--- src/design/iee_pkg.sv ---
`timescale 1ns / 1ps
`default_nettype none
// ----------------------------------------------------------------------------
// iee_pkg
// shared types and constants of the infix expression evaluator
// ----------------------------------------------------------------------------
package iee_pkg;

  localparam int IEE_WIDTH = 32;
  localparam int VALUE_W   = 32;
  localparam int QDEPTH    = 4;

  localparam logic [7:0] CH_0     = 8'h30;
  localparam logic [7:0] CH_9     = 8'h39;
  localparam logic [7:0] CH_PLUS  = 8'h2B;
  localparam logic [7:0] CH_MINUS = 8'h2D;
  localparam logic [7:0] CH_MUL   = 8'h2A;
  localparam logic [7:0] CH_DIV   = 8'h2F;
  localparam logic [7:0] CH_EQ    = 8'h3D;

  typedef enum logic [2:0] {
    OP_DIGIT,
    OP_ADD,
    OP_SUB,
    OP_MUL,
    OP_DIV,
    OP_EQ
  } iee_op_t;

  typedef struct packed {
    iee_op_t    op;
    logic [3:0] digit;
  } iee_item_t;

  typedef struct packed {
    logic empty;
    logic full;
  } iee_qstat_t;

endpackage
`default_nettype wire

--- src/design/infix_expression_evaluator_core.sv ---
`timescale 1ns / 1ps
`default_nettype none
// ----------------------------------------------------------------------------
// infix_expression_evaluator_core
// streaming two-precedence integer calculator over ascii characters
//
//   channel  direction  handshake              payload
//   in       input      in_valid / in_stall    ch
//   out      output     out_valid / out_stall  value, div_zero
//
// a digit is handled in ST_IDLE alone, an operator or = also passes ST_APPLY
// a pending * first runs the shift-add multiplier loop in ST_MUL
// a pending / first runs the restoring divider in ST_DIV, one bit a cycle,
// then ST_QFIX, and skips both when the divisor is zero
// the front accepts while the item queue has room, so the back end stalls
// only on a full result register; reset is synchronous and needs no pass
// ----------------------------------------------------------------------------
module infix_expression_evaluator_core #(
  parameter int WIDTH = iee_pkg::IEE_WIDTH
) (
  input  wire logic                             clk,
  input  wire logic                             rst,
  input  wire logic                             in_valid,
  output logic                                  in_stall,
  input  wire logic [7:0]                       ch,
  output logic                                  out_valid,
  input  wire logic                             out_stall,
  output logic signed [iee_pkg::VALUE_W-1:0]    value,
  output logic                                  div_zero
);
  import iee_pkg::*;

  iee_qstat_t qstat;
  iee_item_t  push_item;
  iee_item_t  head;
  logic       push;
  logic       pop;

  iee_front u_front (
    .valid (in_valid),
    .ch    (ch),
    .qstat (qstat),
    .stall (in_stall),
    .push  (push),
    .item  (push_item)
  );

  iee_queue u_queue (
    .clk       (clk),
    .rst       (rst),
    .push      (push),
    .push_item (push_item),
    .pop       (pop),
    .head      (head),
    .qstat     (qstat)
  );

  iee_back #(
    .WIDTH (WIDTH)
  ) u_back (
    .clk       (clk),
    .rst       (rst),
    .q_item    (head),
    .qstat     (qstat),
    .pop       (pop),
    .out_valid (out_valid),
    .out_stall (out_stall),
    .value     (value),
    .div_zero  (div_zero)
  );

endmodule
`default_nettype wire

--- src/design/iee_front.sv ---
`timescale 1ns / 1ps
`default_nettype none
// ----------------------------------------------------------------------------
// iee_front
// accepts characters and turns digits and operators into queue items
// ----------------------------------------------------------------------------
module iee_front (
  input  wire logic             valid,
  input  wire logic [7:0]       ch,
  input  iee_pkg::iee_qstat_t   qstat,
  output logic                  stall,
  output logic                  push,
  output iee_pkg::iee_item_t    item
);
  import iee_pkg::*;

  logic useful;

  always_comb begin
    useful     = 1'b1;
    item.digit = ch[3:0];
    item.op    = OP_DIGIT;
    if (ch inside {[CH_0:CH_9]}) begin
      item.op = OP_DIGIT;
    end else begin
      case (ch)
        CH_PLUS:  item.op = OP_ADD;
        CH_MINUS: item.op = OP_SUB;
        CH_MUL:   item.op = OP_MUL;
        CH_DIV:   item.op = OP_DIV;
        CH_EQ:    item.op = OP_EQ;
        default:  useful  = 1'b0;
      endcase
    end
  end

  assign stall = qstat.full;
  assign push  = valid && !qstat.full && useful;

endmodule
`default_nettype wire

--- src/design/iee_queue.sv ---
`timescale 1ns / 1ps
`default_nettype none
// ----------------------------------------------------------------------------
// iee_queue
// short item queue between front and back
// ----------------------------------------------------------------------------
module iee_queue (
  input  wire logic             clk,
  input  wire logic             rst,
  input  wire logic             push,
  input  iee_pkg::iee_item_t    push_item,
  input  wire logic             pop,
  output iee_pkg::iee_item_t    head,
  output iee_pkg::iee_qstat_t   qstat
);
  import iee_pkg::*;

  localparam int PW = $clog2(QDEPTH);
  localparam int CW = $clog2(QDEPTH + 1);

  iee_item_t       mem [QDEPTH];
  logic [PW-1:0]   wr_ptr;
  logic [PW-1:0]   rd_ptr;
  logic [CW-1:0]   count;
  logic            do_pop;

  assign qstat.empty = (count == '0);
  assign qstat.full  = (count == CW'(QDEPTH));
  assign head        = mem[rd_ptr];
  assign do_pop      = pop && !qstat.empty;

  always_ff @(posedge clk) begin
    if (push) begin
      mem[wr_ptr] <= push_item;
    end
  end

  always_ff @(posedge clk) begin
    if (rst) begin
      wr_ptr <= '0;
      rd_ptr <= '0;
      count  <= '0;
    end else begin
      if (push) begin
        wr_ptr <= wr_ptr + 1'b1;
      end
      if (do_pop) begin
        rd_ptr <= rd_ptr + 1'b1;
      end
      if (push && !do_pop) begin
        count <= count + 1'b1;
      end else if (do_pop && !push) begin
        count <= count - 1'b1;
      end
    end
  end

  a_no_overflow: assert property (@(posedge clk) disable iff (rst) push |-> !qstat.full)
    else $error("queue push while full");

endmodule
`default_nettype wire

--- src/design/iee_back.sv ---
`timescale 1ns / 1ps
`default_nettype none
// ----------------------------------------------------------------------------
// iee_back
// executes queued items: digit steps, shift-add multiply, restoring divide
// ----------------------------------------------------------------------------
module iee_back #(
  parameter int WIDTH = iee_pkg::IEE_WIDTH
) (
  input  wire logic                             clk,
  input  wire logic                             rst,
  input  iee_pkg::iee_item_t                    q_item,
  input  iee_pkg::iee_qstat_t                   qstat,
  output logic                                  pop,
  output logic                                  out_valid,
  input  wire logic                             out_stall,
  output logic signed [iee_pkg::VALUE_W-1:0]    value,
  output logic                                  div_zero
);
  import iee_pkg::*;

  localparam int CW = $clog2(WIDTH);

  typedef enum logic [2:0] {
    ST_IDLE,
    ST_MUL,
    ST_DIV,
    ST_QFIX,
    ST_APPLY
  } state_t;

  typedef enum logic [1:0] {
    PM_NONE,
    PM_MUL,
    PM_DIV
  } pmul_t;

  state_t           state;
  iee_op_t          cur_op;
  pmul_t            pmul;
  logic             psign;
  logic             zdiv;
  logic             qneg;
  logic [WIDTH-1:0] sum;
  logic [WIDTH-1:0] term;
  logic [WIDTH-1:0] number;
  logic [WIDTH-1:0] work_a;
  logic [WIDTH-1:0] work_b;
  logic [WIDTH-1:0] work_r;
  logic [CW-1:0]    cnt;

  logic [WIDTH-1:0] num_x10;
  logic [WIDTH-1:0] sum_new;
  logic [WIDTH:0]   shifted;
  logic [WIDTH:0]   trial;
  logic             div_bit;
  logic [WIDTH-1:0] rem_next;
  logic             emit;

  always_comb begin
    num_x10  = (number << 3) + (number << 1);
    sum_new  = psign ? (sum - term) : (sum + term);
    shifted  = {work_r, work_a[WIDTH-1]};
    trial    = shifted - {1'b0, work_b};
    div_bit  = !trial[WIDTH];
    rem_next = div_bit ? trial[WIDTH-1:0] : shifted[WIDTH-1:0];
    emit     = (state == ST_APPLY) && (cur_op == OP_EQ) && (!out_valid || !out_stall);
  end

  assign pop = (state == ST_IDLE) && !qstat.empty;

  always_ff @(posedge clk) begin
    if (rst) begin
      state     <= ST_IDLE;
      cur_op    <= OP_DIGIT;
      pmul      <= PM_NONE;
      psign     <= 1'b0;
      zdiv      <= 1'b0;
      sum       <= '0;
      term      <= '0;
      number    <= '0;
      out_valid <= 1'b0;
    end else begin
      if (out_valid && !out_stall && !emit) begin
        out_valid <= 1'b0;
      end
      case (state)
        ST_IDLE: begin
          if (!qstat.empty) begin
            cur_op <= q_item.op;
            if (q_item.op == OP_DIGIT) begin
              number <= num_x10 + WIDTH'(q_item.digit);
            end else begin
              number <= '0;
              case (pmul)
                PM_MUL: begin
                  work_a <= term;
                  work_b <= number;
                  work_r <= '0;
                  state  <= ST_MUL;
                end
                PM_DIV: begin
                  if (number == '0) begin
                    term  <= '0;
                    zdiv  <= 1'b1;
                    state <= ST_APPLY;
                  end else begin
                    work_a <= term[WIDTH-1] ? -term : term;
                    work_b <= number[WIDTH-1] ? -number : number;
                    work_r <= '0;
                    qneg   <= term[WIDTH-1] ^ number[WIDTH-1];
                    cnt    <= CW'(WIDTH - 1);
                    state  <= ST_DIV;
                  end
                end
                default: begin
                  term  <= number;
                  state <= ST_APPLY;
                end
              endcase
            end
          end
        end
        ST_MUL: begin
          if (work_b == '0) begin
            term  <= work_r;
            state <= ST_APPLY;
          end else begin
            if (work_b[0]) begin
              work_r <= work_r + work_a;
            end
            work_a <= work_a << 1;
            work_b <= work_b >> 1;
          end
        end
        ST_DIV: begin
          work_r <= rem_next;
          work_a <= {work_a[WIDTH-2:0], div_bit};
          if (cnt == '0) begin
            state <= ST_QFIX;
          end else begin
            cnt <= cnt - 1'b1;
          end
        end
        ST_QFIX: begin
          term  <= qneg ? -work_a : work_a;
          state <= ST_APPLY;
        end
        ST_APPLY: begin
          case (cur_op)
            OP_MUL: begin
              pmul  <= PM_MUL;
              state <= ST_IDLE;
            end
            OP_DIV: begin
              pmul  <= PM_DIV;
              state <= ST_IDLE;
            end
            OP_ADD, OP_SUB: begin
              sum   <= sum_new;
              term  <= '0;
              pmul  <= PM_NONE;
              psign <= (cur_op == OP_SUB);
              state <= ST_IDLE;
            end
            OP_EQ: begin
              if (emit) begin
                out_valid <= 1'b1;
                value     <= VALUE_W'($signed(sum_new));
                div_zero  <= zdiv;
                sum       <= '0;
                term      <= '0;
                number    <= '0;
                pmul      <= PM_NONE;
                psign     <= 1'b0;
                zdiv      <= 1'b0;
                state     <= ST_IDLE;
              end
            end
            default: state <= ST_IDLE;
          endcase
        end
        default: state <= ST_IDLE;
      endcase
    end
  end

  a_div_nonzero: assert property (@(posedge clk) disable iff (rst)
    (state == ST_DIV) |-> (work_b != '0))
    else $error("divider running with zero divisor");

  a_no_pop_busy: assert property (@(posedge clk) disable iff (rst)
    (state != ST_IDLE) |-> !pop)
    else $error("item popped while back end busy");

  a_clear_after_eq: assert property (@(posedge clk) disable iff (rst)
    (state == ST_APPLY && cur_op == OP_EQ && (!out_valid || !out_stall))
      |=> (sum == '0 && term == '0 && !zdiv && out_valid))
    else $error("state not cleared after result");

endmodule
`default_nettype wire

--- config.mk ---
export PLATFORM = sky130hd
export DESIGN_NAME = infix_expression_evaluator_core
export DESIGN_NICKNAME = d
export VERILOG_FILES = /design/src/design/iee_pkg.sv /design/src/design/infix_expression_evaluator_core.sv /design/src/design/iee_front.sv /design/src/design/iee_queue.sv /design/src/design/iee_back.sv
export SDC_FILE = /design/constraint.sdc
export NUM_CORES = 1
export LEC_CHECK = 0
export BUFFER_PORTS_ARGS = -buffer_cell sky130_fd_sc_hd__buf_2
export CAP_MARGIN = 20
export CORE_ASPECT_RATIO = 1.25
export CORE_MARGIN = 3
export CORE_UTILIZATION = 48
export CTS_CLUSTER_DIAMETER = 200
export CTS_CLUSTER_SIZE = 14
export DETAILED_ROUTE_END_ITERATION = 16
export PLACE_DENSITY = 0.71
export SETUP_SLACK_MARGIN = 0.3
export SLEW_MARGIN = 20
export SYNTH_ARGS = -nofsm -noshare
export SYNTH_HDL_FRONTEND = slang
export SYNTH_SLANG_ARGS = --single-unit
--- constraint.sdc ---
create_clock -name clk -period 6.05 [get_ports clk]
set_clock_uncertainty 0.1 [all_clocks]
set_input_delay 1.21 -clock clk [delete_from_list [all_inputs] [get_ports clk]]
set_output_delay 1.21 -clock clk [all_outputs]
set_load 0.02 [all_outputs]
==> results of run 1 <==
-- Yosys cell counts (all sizes together), types with 30 or more instances --
| cell type | n | share of area |
|---|---|---|
| nor2 | 202 | 0.040 |
| nand2 | 173 | 0.032 |
| xnor2 | 168 | 0.073 |
| ha | 164 | 0.10 |
| edfxtp | 163 | 0.24 |
| a21oi | 156 | 0.039 |
| o21ai | 145 | 0.036 |
| dfxtp | 116 | 0.12 |
| clkbuf | 83 | 0.015 |
| inv | 78 | 0.015 |
| xor2 | 76 | 0.033 |
| a21o | 61 | 0.023 |
| nor3 | 49 | 0.013 |
| a211oi | 44 | 0.023 |
| a22oi | 34 | 0.013 |
| a222oi | 30 | 0.015 |
| a22o | 30 | 0.013 |
-- logic make-up after synthesis --
| family | after synthesis | share of synthesized area |
|---|---|---|
| buffers and inverters | 182 | 0.0378 |
| xor gates and xnor gates | 244 | 0.106 |
| adders and majority gates | 170 | 0.108 |
| AOI/OAI and AO/OA | 652 | 0.220 |
| muxes | 35 | 0.0218 |
| and+or+nand+nor | 614 | 0.148 |
| DFF | 279 | 0.358 |
-- area by class of cell --
class	count	area (um2)	share of cell area
multi-input cells	1715	12300	0.567
inverters	79	297	0.0137
well taps	552	691	0.0319
repair buffers	80	513	0.0237
clock inverters	1	8.76	0.000405
clock buffers	41	643	0.0297
flip-flops and latches	279	7220	0.334
-- metal layers --
layer  up-vias  part of all wire
met5         -                 0
met4         0             0.051
met3       109             0.044
met2       417              0.47
met1      7708              0.44
li1       8060                 -
-- critical path: stages, from the launching register on --
cell and delay [ps]:
dfxtp_1 340, nor3_1 460, and4b_1 360, or3b_2 510, nor3_1 310, nor3b_1 220
buf_4 160, nand2_1 120, nor2_1 170, nor2_1 70, xnor2_1 140, ha_1 360
a21o_1 240, a21o_1 190, a21o_1 180, nor2_1 130, a221oi_1 100, a2111oi_1 550
xor2_1 140
-- repair_timing --
item | 4_1_cts | 5_1_grt
resized for setup | 0 | 2
setup endpoints to repair | 0 | 2
buffers inserted | 0 | 0
-- power by group through the flow --
stage	Clock (mW)	Sequential (mW)	Combinational, mW
finish	1.40	2.66	3.64
global route	1.50	2.69	4.04
CTS	1.44	2.65	3.61
detailed placement	0	2.69	3.57
global placement	0	2.68	3.51
floorplan	0	2.55	3.02
-- sequential cells by signal (all words and copies together) (netlist names), 2 cells and up, named ones only --
name            count
u_queue.mem        28
u_back.cnt          5
u_queue.count       3
u_back.number      32
u_back.pmul         2
u_queue.rd_ptr      2
u_back.term        32
u_queue.wr_ptr      2
u_back.cur_op       3
u_back.state        3
u_back.work_r      32
u_back.value       32
u_back.work_b      32
u_back.work_a      32
u_back.sum         32
-- through the flow --
stage	area, um2	total power [mW]	utilization	hold WS [ps]
global route	21600	8.23	0.524	363
floorplan	20100	5.57	-	309
global placement	20900	6.19	0.508	324
detailed placement	20900	6.26	0.508	329
CTS	21600	7.70	0.523	348
finish	21600	7.70	0.524	351
-- worst min-delay path by stage --
stage | startpoint | endpoint | slack [ps] | cells past startpoint
2_1_floorplan | u_back.zdiv$_SDFFE_PP0P_ | u_back.div_zero$_DFFE_PP_ | 310 | 0
3_3_place_gp | u_back.zdiv$_SDFFE_PP0P_ | u_back.div_zero$_DFFE_PP_ | 320 | 0
3_5_place_dp | u_back.zdiv$_SDFFE_PP0P_ | u_back.div_zero$_DFFE_PP_ | 330 | 0
4_1_cts | u_back.zdiv$_SDFFE_PP0P_ | u_back.div_zero$_DFFE_PP_ | 350 | 0
5_1_grt | u_back.zdiv$_SDFFE_PP0P_ | u_back.div_zero$_DFFE_PP_ | 360 | 0
6_report | u_back.zdiv$_SDFFE_PP0P_ | u_back.div_zero$_DFFE_PP_ | 350 | 0
==> metrics.cfg, run 1 <==
[outcome]
status = finished, final reports clean

[global_route]
grtUsageMet1 = 0.292
globalRouteMet2Util = 0.379
grt_max_degree = 97
met3_usage = 0.0219
grt_pass1_vias = 15800
grt-busiest-layer = met2
grt-ovfl-total = 0
grt_pass1_wl_um = 82700
grt_antenna_before_repair = 0
globalRouteTotalUtil = 0.226

[drt]
drt-initial-drc-count = 1413
drtPass1Iterations = 6
routed_wl_um = 51500
drtAntennaViolNets = 0
vias_per_cell = 5.93
dr_total_vias = 16300
wire_per_inst_um = 18.7
drcViolationCount = 0

[sta]
min_period_ps = 5190
max_freq_mhz = 193
setup_slack_ps = 864
rsz0062_at_grt = no
relSlewSlack = 0.280
setup_viol = 0
hold_violations = 0
post-route-period-util = 0.857
worstMarginPinSlew_ps = 1080
setup-tns-final_ps = 0
drv_slew = 0

[die]
initial_utilization = 0.488
io_pins = 47
die_y_um = 235
die_x_um = 189
rows = 83
die-area_um2 = 44500
core_um2 = 41200

[final_layout]
nFillCells = 3717
drive_gt1_frac = 0.0866
layout_commonest_cell = nor2_1
nNetsFinal = 2360
syn_to_final_growth_pct = 7.40
antenna_cells = 0
instances_no_fill = 2747
mostFrequentLayoutCells = 178 x nor2_1, 173 x nand2_1, 168 x xnor2_1, 164 x ha_1, 163 x edfxtp_1

[logic_synthesis]
synth_area_per_cell_um2 = 9.25
yosys_warnings = 0
synth_cell_types = 80
synth_flop_cell = edfxtp_1
synthesis.nets = 2358
ys_seq_area_frac = 0.358
postSynthCellCount = 2176
syn_area_um2 = 20100
async_flop_share = 0
ys_ff_latch = 279
synth_edf_count = 163

[critical_path]
crit_required_ps = 6190
end_kind = flip-flop
worstReg2RegEnd = u_back.value[31]$_DFFE_PP_
r2r_start = u_back.term[0]$_SDFFE_PP0P_
cp-startpoint = u_back.term[0]$_SDFFE_PP0P_
path_max_fanout = 6
crit_end = u_back.value[31]$_DFFE_PP_
crit_type = reg2reg
critical_path.startpoint_type = flip-flop
worstPathArrival_ps = 5330
ff2ff_setup_slack_ps = 860
worstRegToRegCells = 18

[placement]
portBuffers = 46
place_ws_ps = 716
hpwl_um = 39400
placed_cells = 2704
gp_congestion = 0.965

[clock_tree]
cts_sinks = 279
cts-root-buf = clkbuf_16
cts_made_buffers = 23
clock_latency_ps = 560
ctsHoldBuffers = 0
ctsHtreeMaxLevel = 1
clock_path_buffers = 3
cts_tree = built
clkSlewWorstSetupHoldPaths_ps = 70

[pwr]
power_density_nw_per_um2 = 356
ir_worst_vdd_v = 0.000375
seqPwrFrac = 0.345
p_sw_frac = 0.411
combPwrFrac = 0.473
clock_power_share = 0.182
internal_power_mw = 4.54
p_leak_nw = 8.50
p_switching_mw = 3.17

[worst_hold_path]
hp-class = reg2reg

[job]
timing.max_cap.violations = 0

(Power assumes the default switching activity.)
==> run 2, diff against run 1 <==
Settings changed: HOLD_SLACK_MARGIN set to 0.12.
Clock period 6.05 ns to 5.4 ns, I/O delays scaled along.
==> run 2 against run 1 <==
  * Worst hold slack lost 9.0 ps
  * Sequential cell count is the same
  * Design area grew 1.2%
  * Via count grew 2.1%
  * Utilization grew 0.62 points
  * Total power grew 14%
  * Count of clock-buffer cells in the layout is the same
  * Wire length grew 2.5%
  * Sequential power grew 11%
  * Non-clock buffer count grew 26
  * Critical endpoint is now u_back.number[30]$_SDFFE_PP0P_
==> metrics.cfg, run 2 (synthesis gave the netlist of run 1 again) <==
[clock_tree]
ctsHtreeMaxLevel = 1  ; unchanged
clock_path_buffers = 3  ; unchanged
cts_tree = built
ctsHoldBuffers = 0  ; unchanged
cts_sinks = 279  ; unchanged
clock_latency_ps = 550  ; about the same
clkSlewWorstSetupHoldPaths_ps = 70  ; about the same
cts-root-buf = clkbuf_16
cts_made_buffers = 23  ; unchanged

[die]
core_um2 = 41200  ; unchanged
die-area_um2 = 44500  ; unchanged
die_x_um = 189  ; unchanged
io_pins = 47  ; unchanged
die_y_um = 235  ; unchanged
rows = 83  ; unchanged
initial_utilization = 0.488  ; unchanged

[sta]
min_period_ps = 4790  ; -399 ps
fin_hold_ws_ps = 342  ; -8.95 ps
worstMarginPinSlew_ps = 1100  ; +23.6 ps
hold_violations = 0  ; unchanged
setup-tns-final_ps = 0  ; unchanged
rsz0062_at_grt = yes
post-route-period-util = 0.887  ; +0.0294
max_freq_mhz = 209  ; +8.3%
setup_viol = 0  ; unchanged
relSlewSlack = 0.266  ; -0.0131
drv_slew = 0  ; unchanged

[drt]
drtPass1Iterations = 7  ; +1
drtAntennaViolNets = 0  ; unchanged
vias_per_cell = 6.00  ; +1.1%
routed_wl_um = 52800  ; +2.5%
dr_total_vias = 16600  ; +2.1%
drt-initial-drc-count = 1336  ; -5.4%
drcViolationCount = 0  ; unchanged
wire_per_inst_um = 19.0  ; +1.6%

[pwr]
p_leak_nw = 8.65  ; +1.8%
clock_power_share = 0.179  ; -0.003
combPwrFrac = 0.483  ; +0.010
p_switching_mw = 3.59  ; +14%
power_density_nw_per_um2 = 400  ; +12%
total_power_mw = 8.76  ; +14%
p_sw_frac = 0.410  ; -0.000678
internal_power_mw = 5.17  ; +14%
seqPwrFrac = 0.338  ; -0.007
ir_worst_vdd_v = 0.000351  ; -6.4%

[final_layout]
antenna_cells = 0  ; unchanged
layout_commonest_cell = nor2_1
mostFrequentLayoutCells = 179 x nor2_1, 173 x nand2_1, 168 x xnor2_1, 164 x ha_1, 163 x edfxtp_1
syn_to_final_growth_pct = 8.66
nFillCells = 3723  ; +0.16%
nNetsFinal = 2386  ; +1.1%
utilization = 0.531  ; +0.00619
drive_gt1_frac = 0.0995  ; +0.0129

[worst_hold_path]
whs_endpoint = u_back.div_zero$_DFFE_PP_
holdPathStages = 0  ; unchanged
min_from = u_back.zdiv$_SDFFE_PP0P_
hp-class = reg2reg

[global_route]
grt_pass1_wl_um = 86100  ; +4.1%
grt_pass1_vias = 16300  ; +3.5%
globalRouteTotalUtil = 0.234  ; +0.00820
grt_max_degree = 66  ; -32%
grt_antenna_before_repair = 0  ; unchanged
grt-ovfl-total = 0  ; unchanged

[outcome]
status = finished, final reports clean

[critical_path]
worstRegToRegCells = 15  ; -3
cpMaxStageDelayCell = mux4_2
cpPeakStageDelay_ps = 500  ; -50 ps
crit_required_ps = 5740  ; -450 ps
path_max_fanout = 4  ; -2
path_buf_inv = 1  ; unchanged
end_kind = flip-flop
path_cells = buf_4 -> mux4_2 -> ha_1 -> ha_1 -> fa_1 -> a211oi_1 -> nor2_1 -> o211ai_1 -> a2111oi_0 -> a211oi_1 -> o21ai_0 -> a221o_1 -> a21oi_1 -> xnor2_1 -> a22o_1
worstReg2RegEnd = u_back.number[30]$_SDFFE_PP0P_
crit_type = reg2reg
ff2ff_setup_slack_ps = 610  ; -250 ps
critical_path.startpoint_type = flip-flop
cp_top_family = compound AO/OA/AOI/OAI gates
worstPathArrival_ps = 5120  ; -210 ps

[placement]
portBuffers = 46  ; unchanged
hpwl_um = 40600  ; +3.1%
gp_congestion = 0.995  ; +3.1%

[job]
timing.max_cap.violations = 0  ; unchanged

[run 2: worst register-to-register path: cells and delay by family, from the launching register on]
family | cells | cell delay [ps]
DFF | 1 | 440
and+or+nand+nor | 1 | 130
muxes | 1 | 500
AOI/OAI and AO/OA | 8 | 2370
buffers and inverters | 1 | 200
xor gates and xnor gates | 1 | 90
adders and majority gates | 3 | 850
[run 2: layer usage]
layer / vias up / part of all wire / track usage
met2: 497 / 0.48 / 0.391
met4: 0 / 0.052 / 0.114
li1: 8110 / - / -
met5: - / 0 / 0
met1: 7908 / 0.42 / 0.301
met3: 117 / 0.051 / 0.0249
[run 2: worst max path at each step]
| stage | endpoint | from | cells after the start |
|---|---|---|---|
| floorplan | u_back.value[31]$_DFFE_PP_ | u_back.term[0]$_SDFFE_PP0P_ | 17 |
| CTS | u_back.sum[29]$_SDFFE_PP0P_ | u_back.term[0]$_SDFFE_PP0P_ | 21 |
| global placement | u_back.sum[29]$_SDFFE_PP0P_ | u_back.term[0]$_SDFFE_PP0P_ | 21 |
| finish | u_back.number[30]$_SDFFE_PP0P_ | flip-flop | 15 |
| global route | u_back.sum[29]$_SDFFE_PP0P_ | u_back.term[0]$_SDFFE_PP0P_ | 21 |
| detailed placement | u_back.sum[29]$_SDFFE_PP0P_ | u_back.term[0]$_SDFFE_PP0P_ | 21 |
[run 2: area by class of cell]
cell class / instances / area, um2 / area share
clock buffer: 41 / 643 / 0.0294
clock inverter: 1 / 8.76 / 0.000400
inverter: 79 / 297 / 0.0136
multi-input combinational: 1715 / 12300 / 0.562
sequential: 279 / 7220 / 0.330
tap: 552 / 691 / 0.0316
timing repair buffer: 106 / 728 / 0.0333
[run 2: power groups by stage]
stage / Clock [mW] / Sequential, mW / Combinational [mW]
3_5_place_dp: 0 / 2.99 / 4.12
4_1_cts: 1.61 / 2.95 / 4.17
6_report: 1.57 / 2.96 / 4.23
3_3_place_gp: 0 / 2.98 / 4.03
2_1_floorplan: 0 / 2.86 / 3.38
5_1_grt: 1.68 / 3.00 / 4.70
[run 2: repair_timing]
action	in CTS	in global routing
resized for setup	0	14
endpoints found under the setup margin	0	11
buffers inserted	0	0
[run 2: per-stage QoR]
stage	std cells	cell area [um2]	setup WS, ps
4_1_cts	2771	21800	458
2_1_floorplan	2176	20100	498
5_1_grt	2773	21900	255
3_5_place_dp	2729	21100	502
3_3_place_gp	2729	21100	545
6_report	2773	21900	613
